===== src/hw/rtl/small_cpu_instruction_executor_assert.svh =====
// Assertion macros shared by the executor RTL.
`ifndef SMALL_CPU_INSTRUCTION_EXECUTOR_ASSERT_SVH
`define SMALL_CPU_INSTRUCTION_EXECUTOR_ASSERT_SVH

// Check cons in the same cycle as ante.
`define SCE_ASSERT_NOW(label, clk, rst, ante, cons, msg) \
   label: assert property (@(posedge clk) disable iff (rst) (ante) |-> (cons)) \
      else $error(msg);

// Check cons in the cycle after ante.
`define SCE_ASSERT_NEXT(label, clk, rst, ante, cons, msg) \
   label: assert property (@(posedge clk) disable iff (rst) (ante) |=> (cons)) \
      else $error(msg);

`endif


===== src/hw/rtl/sce_pkg.sv =====
`timescale 1ns / 1ps
`default_nettype none

package sce_pkg;

   // Register file geometry
   localparam int REG_FILE_DEPTH = 256;
   localparam int RF_ADDR_W      = $clog2(REG_FILE_DEPTH);

   // Special register addresses
   localparam logic [RF_ADDR_W-1:0] FLAGS_ADDR = 8'hFC;
   localparam logic [RF_ADDR_W-1:0] PTR_ADDR   = 8'hFD;

   // Flag bits
   localparam logic [7:0] ZERO_KEEP_MASK = 8'hBF;
   localparam logic [7:0] ZERO_FLAG_MASK = 8'h40;
   localparam int         ZERO_FLAG_BIT  = 6;
   localparam logic [7:0] NIBBLE_MASK    = 8'h0F;

   // Program counter after reset
   localparam logic [15:0] START_RESET = 16'h1000;

   // Opcodes decoded by low nibble
   localparam logic [3:0] OP_LO_DJNZ   = 4'hA;
   localparam logic [3:0] OP_LO_LD_IMM = 4'hC;
   localparam logic [3:0] OP_LO_INC    = 4'hE;

   // Opcodes decoded by full byte
   localparam logic [7:0] OP_STOP = 8'h6F;
   localparam logic [7:0] OP_SRP  = 8'h31;

   // Instruction lengths
   localparam logic [1:0] LEN_ONE = 2'd1;
   localparam logic [1:0] LEN_TWO = 2'd2;

endpackage

`default_nettype wire


===== src/hw/rtl/small_cpu_instruction_executor.sv =====
`timescale 1ns / 1ps
`default_nettype none
// Channel  | Ports                                   | Direction
// ---------+-----------------------------------------+----------
// request  | req_valid, req_stall, req_opcode/operand | in
// response | rsp_valid, rsp_stall, rsp_* result       | out
// csr      | csr_write_enable, csr_write_data         | in
//
// One instruction per cycle sustained while the response is not stalled; the
// accepting edge loads the request register and reads the register file, and
// the edge that executes the instruction loads the result into the response
// register. The register file read is the limiting port.
// Synchronous reset clears the pc to 0x1000, the flags, pointer, halted bit
// and all register file valid bits (cleared entries read as zero).
// Response stall holds the response and the execute stage, which then
// stalls the request side. After STOP, requests are accepted and dropped.

`include "small_cpu_instruction_executor_assert.svh"

module small_cpu_instruction_executor (
   input  wire logic        clock,
   input  wire logic        reset,
   // request channel
   input  wire logic        req_valid,
   output logic             req_stall,
   input  wire logic [7:0]  req_opcode,
   input  wire logic [7:0]  req_operand,
   // response channel
   output logic             rsp_valid,
   input  wire logic        rsp_stall,
   output logic [15:0]      rsp_next_pc,
   output logic [1:0]       rsp_bytes_used,
   output logic             rsp_halted,
   output logic             rsp_zero_flag,
   output logic             rsp_write_valid,
   output logic [7:0]       rsp_write_address,
   output logic [7:0]       rsp_write_value,
   // configuration
   input  wire logic        csr_write_enable,
   input  wire logic [15:0] csr_write_data
);

   localparam int AW = sce_pkg::RF_ADDR_W;

   // Architectural state
   logic [15:0]   pc_ff, pc_in;
   logic [7:0]    ptr_ff, ptr_in;
   logic [7:0]    flags_ff, flags_in;
   logic          stopped_ff, stopped_in;
   logic [7:0]    rf_mem [sce_pkg::REG_FILE_DEPTH];
   logic [sce_pkg::REG_FILE_DEPTH-1:0] rf_valid_ff;

   // Read stage
   logic          s1_valid_ff;
   logic [7:0]    s1_opcode_ff;
   logic [7:0]    s1_operand_ff;
   logic [AW-1:0] s1_addr_ff;
   logic [7:0]    s1_rdata_ff;
   logic          s1_rvalid_ff;
   logic          s1_fwd_ff;
   logic [7:0]    s1_fwd_val_ff;

   // Response register
   logic          rsp_valid_ff;
   logic [15:0]   rsp_next_pc_ff;
   logic [1:0]    rsp_bytes_used_ff;
   logic          rsp_halted_ff;
   logic          rsp_zero_flag_ff;
   logic          rsp_write_valid_ff;
   logic [7:0]    rsp_write_address_ff;
   logic [7:0]    rsp_write_value_ff;

   // Handshake and execute signals
   logic          req_accept;
   logic          out_adv;
   logic          ex_produce;
   logic          ex_drop;
   logic [AW-1:0] rd_addr;
   logic          fwd_in;
   logic [7:0]    ex_old;
   logic [7:0]    ex_inc;
   logic [7:0]    ex_flags_base;
   logic          ex_wv;
   logic [AW-1:0] ex_wa;
   logic [7:0]    ex_val;
   logic [1:0]    ex_len;
   logic [7:0]    ex_flags;
   logic          ex_stop;
   logic [15:0]   ex_seq_pc;
   logic [15:0]   ex_pc;

   // Pipeline flow control
   always_comb begin
      out_adv    = !rsp_valid_ff || !rsp_stall;
      ex_produce = s1_valid_ff && !stopped_ff && out_adv;
      ex_drop    = s1_valid_ff && stopped_ff;
      req_stall  = s1_valid_ff && !(ex_produce || ex_drop);
      req_accept = req_valid && !req_stall;
   end

   // Fetch the working register operand, newest value first
   always_comb begin
      if (s1_addr_ff == sce_pkg::FLAGS_ADDR) begin
         ex_old = flags_ff;
      end else if (s1_addr_ff == sce_pkg::PTR_ADDR) begin
         ex_old = ptr_ff;
      end else if (s1_fwd_ff) begin
         ex_old = s1_fwd_val_ff;
      end else if (s1_rvalid_ff) begin
         ex_old = s1_rdata_ff;
      end else begin
         ex_old = '0;
      end
   end

   // Decode and execute
   always_comb begin
      ex_inc        = ex_old + 8'd1;
      ex_flags_base = (s1_addr_ff == sce_pkg::FLAGS_ADDR) ? ex_inc : flags_ff;
      ex_wv         = 1'b0;
      ex_wa         = s1_addr_ff;
      ex_val        = '0;
      ex_len        = sce_pkg::LEN_ONE;
      ex_flags      = flags_ff;
      ex_stop       = 1'b0;
      unique case (s1_opcode_ff[3:0])
         sce_pkg::OP_LO_DJNZ: begin
            ex_len = sce_pkg::LEN_TWO;
            ex_wv  = 1'b1;
            ex_val = ex_old - 8'd1;
         end
         sce_pkg::OP_LO_LD_IMM: begin
            ex_len = sce_pkg::LEN_TWO;
            ex_wv  = 1'b1;
            ex_val = s1_operand_ff;
         end
         sce_pkg::OP_LO_INC: begin
            ex_wv    = 1'b1;
            ex_flags = (ex_flags_base & sce_pkg::ZERO_KEEP_MASK)
                     | ((ex_inc == 8'd0) ? sce_pkg::ZERO_FLAG_MASK : 8'd0);
            ex_val   = (s1_addr_ff == sce_pkg::FLAGS_ADDR) ? ex_flags : ex_inc;
         end
         default: begin
            if (s1_opcode_ff == sce_pkg::OP_STOP) begin
               ex_stop = 1'b1;
            end else if (s1_opcode_ff == sce_pkg::OP_SRP) begin
               ex_len = sce_pkg::LEN_TWO;
               ex_wv  = 1'b1;
               ex_wa  = sce_pkg::PTR_ADDR;
               ex_val = s1_operand_ff & sce_pkg::NIBBLE_MASK;
            end
         end
      endcase
      // A plain write to the flags byte replaces it
      if (ex_wv && ex_wa == sce_pkg::FLAGS_ADDR) begin
         ex_flags = ex_val;
      end
      ex_seq_pc = pc_ff + {14'd0, ex_len};
      if (s1_opcode_ff[3:0] == sce_pkg::OP_LO_DJNZ && ex_val != 8'd0) begin
         ex_pc = ex_seq_pc + {{8{s1_operand_ff[7]}}, s1_operand_ff};
      end else begin
         ex_pc = ex_seq_pc;
      end
   end

   // Next architectural state
   always_comb begin
      ptr_in     = (ex_produce && ex_wv && ex_wa == sce_pkg::PTR_ADDR) ? ex_val : ptr_ff;
      flags_in   = ex_produce ? ex_flags : flags_ff;
      stopped_in = stopped_ff || (ex_produce && ex_stop);
      if (csr_write_enable) begin
         pc_in = csr_write_data;
      end else if (ex_produce) begin
         pc_in = ex_pc;
      end else begin
         pc_in = pc_ff;
      end
      rd_addr = {ptr_in[3:0], req_opcode[7:4]};
      fwd_in  = ex_produce && ex_wv && ex_wa == rd_addr;
   end

   // Hold control state
   always_ff @(posedge clock) begin
      if (reset) begin
         pc_ff        <= sce_pkg::START_RESET;
         ptr_ff       <= '0;
         flags_ff     <= '0;
         stopped_ff   <= 1'b0;
         rf_valid_ff  <= '0;
         s1_valid_ff  <= 1'b0;
         rsp_valid_ff <= 1'b0;
      end else begin
         pc_ff      <= pc_in;
         ptr_ff     <= ptr_in;
         flags_ff   <= flags_in;
         stopped_ff <= stopped_in;
         if (ex_produce && ex_wv) begin
            rf_valid_ff[ex_wa] <= 1'b1;
         end
         if (req_accept) begin
            s1_valid_ff <= 1'b1;
         end else if (ex_produce || ex_drop) begin
            s1_valid_ff <= 1'b0;
         end
         if (ex_produce) begin
            rsp_valid_ff <= 1'b1;
         end else if (out_adv) begin
            rsp_valid_ff <= 1'b0;
         end
      end
   end

   // Register file write and registered read
   always_ff @(posedge clock) begin
      if (ex_produce && ex_wv) begin
         rf_mem[ex_wa] <= ex_val;
      end
      if (req_accept) begin
         s1_rdata_ff <= rf_mem[rd_addr];
      end
   end

   // Capture the accepted transaction
   always_ff @(posedge clock) begin
      if (req_accept) begin
         s1_opcode_ff  <= req_opcode;
         s1_operand_ff <= req_operand;
         s1_addr_ff    <= rd_addr;
         s1_rvalid_ff  <= rf_valid_ff[rd_addr];
         s1_fwd_ff     <= fwd_in;
         s1_fwd_val_ff <= ex_val;
      end
   end

   // Load the response register
   always_ff @(posedge clock) begin
      if (ex_produce) begin
         rsp_next_pc_ff       <= ex_pc;
         rsp_bytes_used_ff    <= ex_len;
         rsp_halted_ff        <= stopped_in;
         rsp_zero_flag_ff     <= ex_flags[sce_pkg::ZERO_FLAG_BIT];
         rsp_write_valid_ff   <= ex_wv;
         rsp_write_address_ff <= ex_wv ? ex_wa : '0;
         rsp_write_value_ff   <= ex_wv ? ex_val : '0;
      end
   end

   assign rsp_valid         = rsp_valid_ff;
   assign rsp_next_pc       = rsp_next_pc_ff;
   assign rsp_bytes_used    = rsp_bytes_used_ff;
   assign rsp_halted        = rsp_halted_ff;
   assign rsp_zero_flag     = rsp_zero_flag_ff;
   assign rsp_write_valid   = rsp_write_valid_ff;
   assign rsp_write_address = rsp_write_address_ff;
   assign rsp_write_value   = rsp_write_value_ff;

   // Checks
   `SCE_ASSERT_NEXT(a_stop_sticky, clock, reset, stopped_ff, stopped_ff,
      "halted bit cleared")
   `SCE_ASSERT_NOW(a_len_range, clock, reset, rsp_valid_ff,
      (rsp_bytes_used_ff == sce_pkg::LEN_ONE || rsp_bytes_used_ff == sce_pkg::LEN_TWO),
      "bad instruction length")
   `SCE_ASSERT_NOW(a_no_write_zero, clock, reset, rsp_valid_ff && !rsp_write_valid_ff,
      (rsp_write_address_ff == 8'd0 && rsp_write_value_ff == 8'd0),
      "write fields set without write")
   `SCE_ASSERT_NEXT(a_ptr_tracks, clock, reset,
      ex_produce && ex_wv && ex_wa == sce_pkg::PTR_ADDR,
      ptr_ff == rsp_write_value_ff, "pointer copy differs from written value")
   `SCE_ASSERT_NOW(a_no_result_halted, clock, reset, ex_produce, !stopped_ff,
      "result produced after STOP")

endmodule

`default_nettype wire

===== config.mk =====
export PLATFORM = sky130hd
export DESIGN_NAME = small_cpu_instruction_executor
export DESIGN_NICKNAME = d
export VERILOG_FILES = /design/src/hw/rtl/sce_pkg.sv /design/src/hw/rtl/small_cpu_instruction_executor.sv
export VERILOG_INCLUDE_DIRS = /design/src /design/src/hw/rtl
export SDC_FILE = /design/constraint.sdc
export NUM_CORES = 2
export LEC_CHECK = 0
export BUFFER_PORTS_ARGS = -buffer_cell sky130_fd_sc_hd__buf_2
export CAP_MARGIN = 5
export CORE_MARGIN = 2
export CORE_UTILIZATION = 53
export CTS_BUF_LIST = sky130_fd_sc_hd__clkbuf_8
export CTS_CLUSTER_DIAMETER = 120
export DETAILED_ROUTE_END_ITERATION = 8
export GPL_TIMING_DRIVEN = 0
export PLACE_DENSITY_LB_ADDON = 0.12
export SLEW_MARGIN = 40
export SYNTH_ARGS = -nofsm -noshare
export SYNTH_HDL_FRONTEND = slang
export SYNTH_SLANG_ARGS = --single-unit

===== constraint.sdc =====
create_clock -name clock -period 9 [get_ports clock]
set_clock_uncertainty 0.2 [all_clocks]
set_input_delay 0 -clock clock [delete_from_list [all_inputs] [get_ports clock]]
set_output_delay 0 -clock clock [all_outputs]
set_load 0.02 [all_outputs]

# Word-level counts from Yosys, hierarchy flattened

Memory sizes are Yosys's and may differ from the RTL's. A register that Yosys moved wholly into a read port is not among the register bits.
Index checks and enable logic that the tools add are counted.

Register bits: 362
Bits in writable memories: 2,048
Bits of input ports: 37
Output and inout port bits: 39
Memories kept: 1

Add/subtract/negate cells: 4
Magnitude comparators: 3
Eq/ne operators: 10
Multiplexer cells: 37
Bitwise gates (word level): 2
Reductions and logical operators: 29

Memory list:

| memory | depth | width | read ports | clocked after Yosys merged registers in | wr ports | RTL line                             | source |
|---|---|---|---|---|---|---|---|
| rf_mem | 256   | 8     | 1          | 1                                       | 1        | small_cpu_instruction_executor.sv:50 | `logic [7:0] rf_mem [sce_pkg::REG_FILE_DEPTH];` |

Operators by type and width:

| operator              | number |
|---|---|
| $or A256 B256 Y256    | 1 |
| $mux W8               | 11 |
| $mux W16              | 3 |
| $eq A8 B8 Y1 const B  | 4 |
| $pmux W8 S3           | 1 |
| $lt A8 B9 Y1 const B  | 2 |
| $add A16 B16 Y16      | 1 |
| $add A16 B2 Y16       | 1 |
| $mux W1               | 13 |
| $eq A4 B4 Y1 const B  | 3 |
| $logic_and A1 B1 Y1   | 12 |
| $mux W4               | 3 |
| $add A8 B1 Y8 const B | 1 |
| $bmux W1 S8           | 1 |
| $demux W1 S8          | 1 |
| $eq A8 B6 Y1 const B  | 1 |
| $eq A8 B7 Y1 const B  | 1 |
| $eq A8 B8 Y1          | 1 |
| $ge A8 B1 Y1 const B  | 1 |
| $logic_not A8 Y1      | 1 |
| $or A8 B7 Y8          | 1 |
| $reduce_bool A2 Y1    | 4 |
| $reduce_bool A8 Y1    | 1 |
| $sub A8 B1 Y8 const B | 1 |
| other kinds (8)       | 15 |

# Longest topological paths before layout

Depth in word-level cells: 15
Depth in mapped cells: 23

# Worst setup path after synthesis

No wires, ideal clock.

Path type: register to register
Start point: register s1_opcode_ff[5]
End point: register s1_rdata_ff[0] (read register of rf_mem) (data pin)
Library setup time: 0.255 ns
Data arrival time: 7.204 ns
Data required time: 8.545 ns
Path slack: 1.341 ns
Cell stages (with the launch flop): 16
Buffers on the path: 2
Period minus slack after synthesis: 7.659 ns
Cells stage by stage: edfxtp_1 -> and4bb_4 -> buf_6 -> a22oi_2 -> o22ai_2 -> inv_1 -> ha_1 -> inv_1 -> xnor2_2 -> o221ai_2 -> mux2_2 -> and3_1 -> buf_1 -> nand3_1 -> nand4_1 -> nor3_1

Elaborated cells on any way between the ends: 15
Classes of those cells: eq/ne (3); mux (10); reduce/logical (2)

RTL lines:

| item                   | RTL line                              | source |
|---|---|---|
| start, declared        | small_cpu_instruction_executor.sv:55  | `logic [7:0] s1_opcode_ff;` |
| start signal, assigned | small_cpu_instruction_executor.sv:226 | `s1_opcode_ff <= req_opcode;` |
| $eq A8 B6 Y1           | small_cpu_instruction_executor.sv:146 | `end else if (s1_opcode_ff == sce_pkg::OP_SRP) begin` |
| $mux W4                | small_cpu_instruction_executor.sv:146 |  |
| $mux W4 (*)            | small_cpu_instruction_executor.sv:144 | `if (s1_opcode_ff == sce_pkg::OP_STOP) begin` |
| $pmux W8 S3 (*)        | small_cpu_instruction_executor.sv:126 | `unique case (s1_opcode_ff[3:0])` |
| via ex_val[2]          | small_cpu_instruction_executor.sv:85  | `logic [7:0] ex_val;` |
| $mux W4 (*)            | small_cpu_instruction_executor.sv:168 | `ptr_in = (ex_produce && ex_wv && ex_wa == sce_pkg::PTR_ADDR) ? ex_val : ptr_ff;` |
| via ptr_in[2]          | small_cpu_instruction_executor.sv:47  | `logic [7:0] ptr_ff, ptr_in;` |
| end, declared          | small_cpu_instruction_executor.sv:58  | `logic [7:0] s1_rdata_ff;` |

Mark *: on every way through the listed nets, which the timed path passes. The rest lies on a longest branch.
A chain may end at the register's enable or synchronous reset.

# Final worst setup path

Start point: register s1_opcode_ff[2]
End point: register pc_ff[15]

Cells in the longest elaborated chain, start to end: 9
Elaborated cells on any way between the ends: 19
Classes of those cells: add/sub (2); eq/ne (5); mux (9); reduce/logical (3)

Ends and longest elaborated chain:

| item                 | RTL line                              | source |
|---|---|---|
| $eq A8 B6 Y1         | small_cpu_instruction_executor.sv:146 |  |
| $mux W2              | small_cpu_instruction_executor.sv:146 |  |
| $mux W2              | small_cpu_instruction_executor.sv:144 |  |
| $pmux W2 S2 (*)      | small_cpu_instruction_executor.sv:126 |  |
| via ex_len[1]        | small_cpu_instruction_executor.sv:86  | `logic [1:0] ex_len;` |
| $add A16 B2 Y16 (*)  | small_cpu_instruction_executor.sv:158 | `ex_seq_pc = pc_ff + {14'd0, ex_len};` |
| $add A16 B16 Y16     | small_cpu_instruction_executor.sv:160 | `ex_pc = ex_seq_pc + {{8{s1_operand_ff[7]}}, s1_operand_ff};` |
| $mux W16 (*)         | small_cpu_instruction_executor.sv:159 | `if (s1_opcode_ff[3:0] == sce_pkg::OP_LO_DJNZ && ex_val != 8'd0) begin` |
| $mux W16 (*)         | small_cpu_instruction_executor.sv:173 | `end else if (ex_produce) begin` |
| $mux W16 (*)         | small_cpu_instruction_executor.sv:171 | `if (csr_write_enable) begin` |
| end signal, assigned | small_cpu_instruction_executor.sv:185 | `pc_ff <= sce_pkg::START_RESET;` |
| end signal, assigned | small_cpu_instruction_executor.sv:193 | `pc_ff <= pc_in;` |
| end, declared        | small_cpu_instruction_executor.sv:46  | `logic [15:0] pc_ff, pc_in;` |

Mark *: on every way through the listed nets, which the timed path passes. The rest lies on a longest branch. The select of a mux whose other input is x is not followed.

==> impl_metrics.py <==
metrics = {
    "cells_and_area": {
        "fillers": 12600,
        "area_growth_pct": 14.8,
        "utilization_pct": 61.1,
        "nNetsFinal": 5634,
        "seq_area_um2": 69600,
        "multiInputGateArea_um2": 24500,
        "drive_above_1_share_pct": 31.6,
    },
    "worst_setup_path": {
        "reg2reg_from": "s1_opcode_ff[2]",
        "crit_path_end": "pc_ff[15]",
        "r2r-end": "pc_ff[15]",
        "r2r_cells": 23,
        "end_kind": "flop",
        "setup.worst_path.start": "s1_opcode_ff[2]",
        "worstPathCellList": "clkbuf_1, or4b_2, nor2_1, clkbuf_1, nor2_1, nor2_1, inv_1, ha_1, inv_1, fa_1, xnor2_1, ha_1, a211o_1, o211ai_1, a221oi_1, a41oi_1, a211o_1, o211ai_1, a21oi_1, xnor2_1, a211o_1, a311oi_2, dlygate4sd3_1",
        "worst_ep_required_time_ps": 9840,
        "max_stage_delay_ps": 700,
        "path_class": "flop to flop",
        "crit_fanout": 10,
        "startpoint_type": "flop",
        "crit_path_top_delay_cell": "or4b_2",
        "worstPathArrival_ps": 8220,
        "rrSetupSlack_ps": 1630,
    },
    "grt": {
        "antenna_found_initial": 5,
        "grt_util_all_layers_pct": 29.5,
        "grt_max_degree": 101,
        "grt_overflow_total": 0,
        "grt_pass1_vias": 50700,
        "grt_pass1_wl_mm": 373,
    },
    "hold_path": {
        "hold_path.class": "primary input to flop",
    },
    "logic_synthesis": {
        "yosys-top-cells-area": "edfxtp_1 (67%), mux4_2 (17%), dfxtp_1 (6.2%), nor2_1 (3.2%), clkbuf_1 (0.91%)",
        "synth_ff_type": "edfxtp_1",
        "yosysWarningCount": 0,
        "syn_area_um2": 94600,
        "async_flop_share_pct": 0,
        "syn_inst": 4915,
        "ys_seq_area_share_pct": 73.5,
        "synth.distinct_cells": 97,
        "synth_nets": 4975,
        "synth_edf_count": 2123,
        "synth_seq_cells": 2414,
        "syn_avg_cell_area_um2": 19.3,
        "netlist.area_leader.share_pct": 67.4,
        "synth_area_leader_cell": "edfxtp_1",
    },
    "power_and_ir_drop": {
        "p_total_mw": 22.4,
        "ir_drop_mv": 0.141,
        "power_leakage_nw": 35.9,
        "powerDensity_nw_per_um2": 206,
    },
    "routing": {
        "initialDrtViolationCount": 6787,
        "drtPass1Iterations": 6,
        "viasPerCell": 6.26,
        "avgRoutedWirePerCell_um": 32.2,
        "routed_wl_mm": 266,
        "ant_nets": 0,
        "vias": 51700,
        "drc": 0,
    },
    "cts": {
        "cts.clk_slew.worst_paths_ps": 70,
        "cts_made_buffers": 398,
        "htree_num_levels": 5,
        "clk_path_buf_depth": 4,
        "cts_tree": "done",
        "root_buffer": "clkbuf_8",
        "clk_latency_ps": 1110,
        "clock_sinks": 2414,
    },
    "floorplanning": {
        "die_h_um": 427,
        "die_x_um": 427,
        "initial_core_util_pct": 53.2,
        "die-area_um2": 182000,
        "pin_count": 76,
        "rows": 155,
        "core_area_um2": 178000,
    },
    "placement": {
        "place_ws_ps": 2100,
        "gp_congestion": 0.957,
        "portBuffers": 74,
        "dp_hpwl_mm": 179,
    },
    "timing": {
        "fmax_mhz": 136,
        "fin_crit_sh_pct": 81.9,
        "rsz0062_at_grt": "false",
        "finalHoldViolCount": 0,
        "max_slew_margin_pct": 37.4,
        "setup_viol": 0,
        "period_minus_slack_ps": 7370,
        "worst_slack_ps": 1630,
        "worst_slew_pin_slew_ps": 938,
        "drv_slew": 0,
    },
    "job": {
        "drv_cap": 0,
    },
    "status": {
        "status": "finished clean",
    },
}
## timing repair
action	CTS	global route
buffers inserted	0	0
gates resized for setup	0	0
hold buffers	119	0
hold endpoints to repair	279	0
## worst min-delay path by stage
| stage | start | endpoint | cells past startpoint |
|---|---|---|---|
| 2_1_floorplan | req_opcode[7] | s1_addr_ff[3] | 0 |
| 6_report | req_opcode[4] | s1_opcode_ff[4] | 3 |
| 3_3_place_gp | req_operand[2] | s1_operand_ff[2] | 1 |
| 5_1_grt | req_opcode[4] | s1_opcode_ff[4] | 3 |
| 4_1_cts | req_opcode[4] | s1_opcode_ff[4] | 3 |
| 3_5_place_dp | req_operand[6] | s1_operand_ff[6] | 1 |
## cells in the final DEF (no fill, tap or decap), types with 9 or more instances in the layout
master and n:
nand4_1 15, o21ai_0 30, xor2_1 17, clkbuf_1 103
buf_16 16, edfxtp_1 2123, clkbuf_8 449, o21ba_2 20
nor2_1 564, nor2_2 242, clkbuf_2 120, clkinv_2 39
buf_1 10, nand2_1 143, buf_8 26, a22oi_1 28
a21oi_1 20, nand3_1 60, xnor2_1 23, buf_12 18
buf_2 107, mux2i_1 29, a221oi_1 15, mux4_2 715
nand2_2 9, o31a_1 13, nor3_1 26, dfxtp_1 291
inv_1 185, clkinv_1 66, ha_1 21, a211oi_1 10
dlygate4sd3_1 119
## sequential cells by signal, indices dropped and copies added, names as in the netlist, 8 cells and up
register and cells:
pc_ff 16, rf_valid_ff 256, s1_fwd_val_ff 8, rsp_write_value 8
ptr_ff 8, rf_mem 2048, flags_ff 8, s1_rdata_ff 8
rsp_next_pc 16, s1_operand_ff 8, rsp_write_address 8
## where the power goes
part           total, mW  internal [mW]  switching, mW
Clock               8.96           4.60           4.36
Combinational       1.26          0.479          0.782
Sequential          12.2           12.2         0.0203
## Yosys cell counts (5+ instances only)
| cell type | number |
|---|---|
| and3_1 | 8 |
| edfxtp_1 | 2123 |
| a211o_1 | 7 |
| a22oi_2 | 5 |
| nor2b_1 | 9 |
| and2_1 | 6 |
| a21oi_1 | 20 |
| nor2_1 | 806 |
| buf_1 | 16 |
| nand3_1 | 63 |
| or3_1 | 8 |
| nor3_1 | 28 |
| nand2b_1 | 7 |
| nand2_1 | 154 |
| xor2_1 | 17 |
| buf_4 | 5 |
| o21ai_0 | 30 |
| mux2i_1 | 29 |
| mux4_2 | 715 |
| clkbuf_1 | 229 |
| a211oi_1 | 10 |
| xnor2_1 | 23 |
| nand4_1 | 15 |
| o31a_1 | 13 |
| buf_2 | 26 |
| dfxtp_1 | 291 |
| o21ba_2 | 20 |
| inv_1 | 38 |
| a221oi_1 | 15 |
| mux2_1 | 7 |
| a22oi_1 | 28 |
| ha_1 | 21 |
| mux2_4 | 5 |
| or2_2 | 6 |
## worst max-delay path: cells and delay by family, from the launching register on
family                     cells  cell delay, ps
DFF                            1             410
buffers and inverters          5            1560
and+or+nand+nor                4            1810
adders and majority gates      3             780
xor gates and xnor gates       2             340
AOI/OAI and AO/OA              9            2170
## cells by family (layout without fill, tap and decap cells)
group                    Yosys count  count (layout)  share of synthesized area (%)
flip-flops                      2414            2414                           73.5
AND/OR/NAND/NOR                 1141            1141                           5.00
multiplexers                     759             759                           17.5
buffers and inverters            322            1296                           1.37
AO/OA/AOI/OAI                    214             214                           1.84
XOR/XNOR                          42              42                          0.405
adder cells (fa/ha/maj)           23              23                          0.320
other                              0               6                              0
## final cells by class
cell class,instances,area share [%]
Tap cell,2355,2.71
Clock inverter,266,1.06
Antenna cell,6,0.0138
Inverter,41,0.162
Clock buffer,449,5.69
Multi-Input combinational cell,2179,22.5
Buffer,281,1.23
Timing Repair Buffer,259,2.57
Sequential cell,2414,64.1
## metrics by stage
step	area, µm²	hold WS (ps)	cells	TNS [ps]
5_1_grt	109000	105	8246	0
4_1_cts	108000	7.22	8244	0
2_1_floorplan	94600	-101	4915	0
3_3_place_gp	97900	-19.4	7344	-2747630
6_report	109000	156	8250	0
3_5_place_dp	100000	-21.5	7410	0
## per-layer routing
layer	global-route usage, %	vias up	part of all wire (%)
met5	0	-	0
met4	10.5	0	3.5
met3	7.39	498	11
met2	44.2	2938	46
met1	42.6	27100	40
li1	-	21100	-
Power figures use the tool's default switching activity.
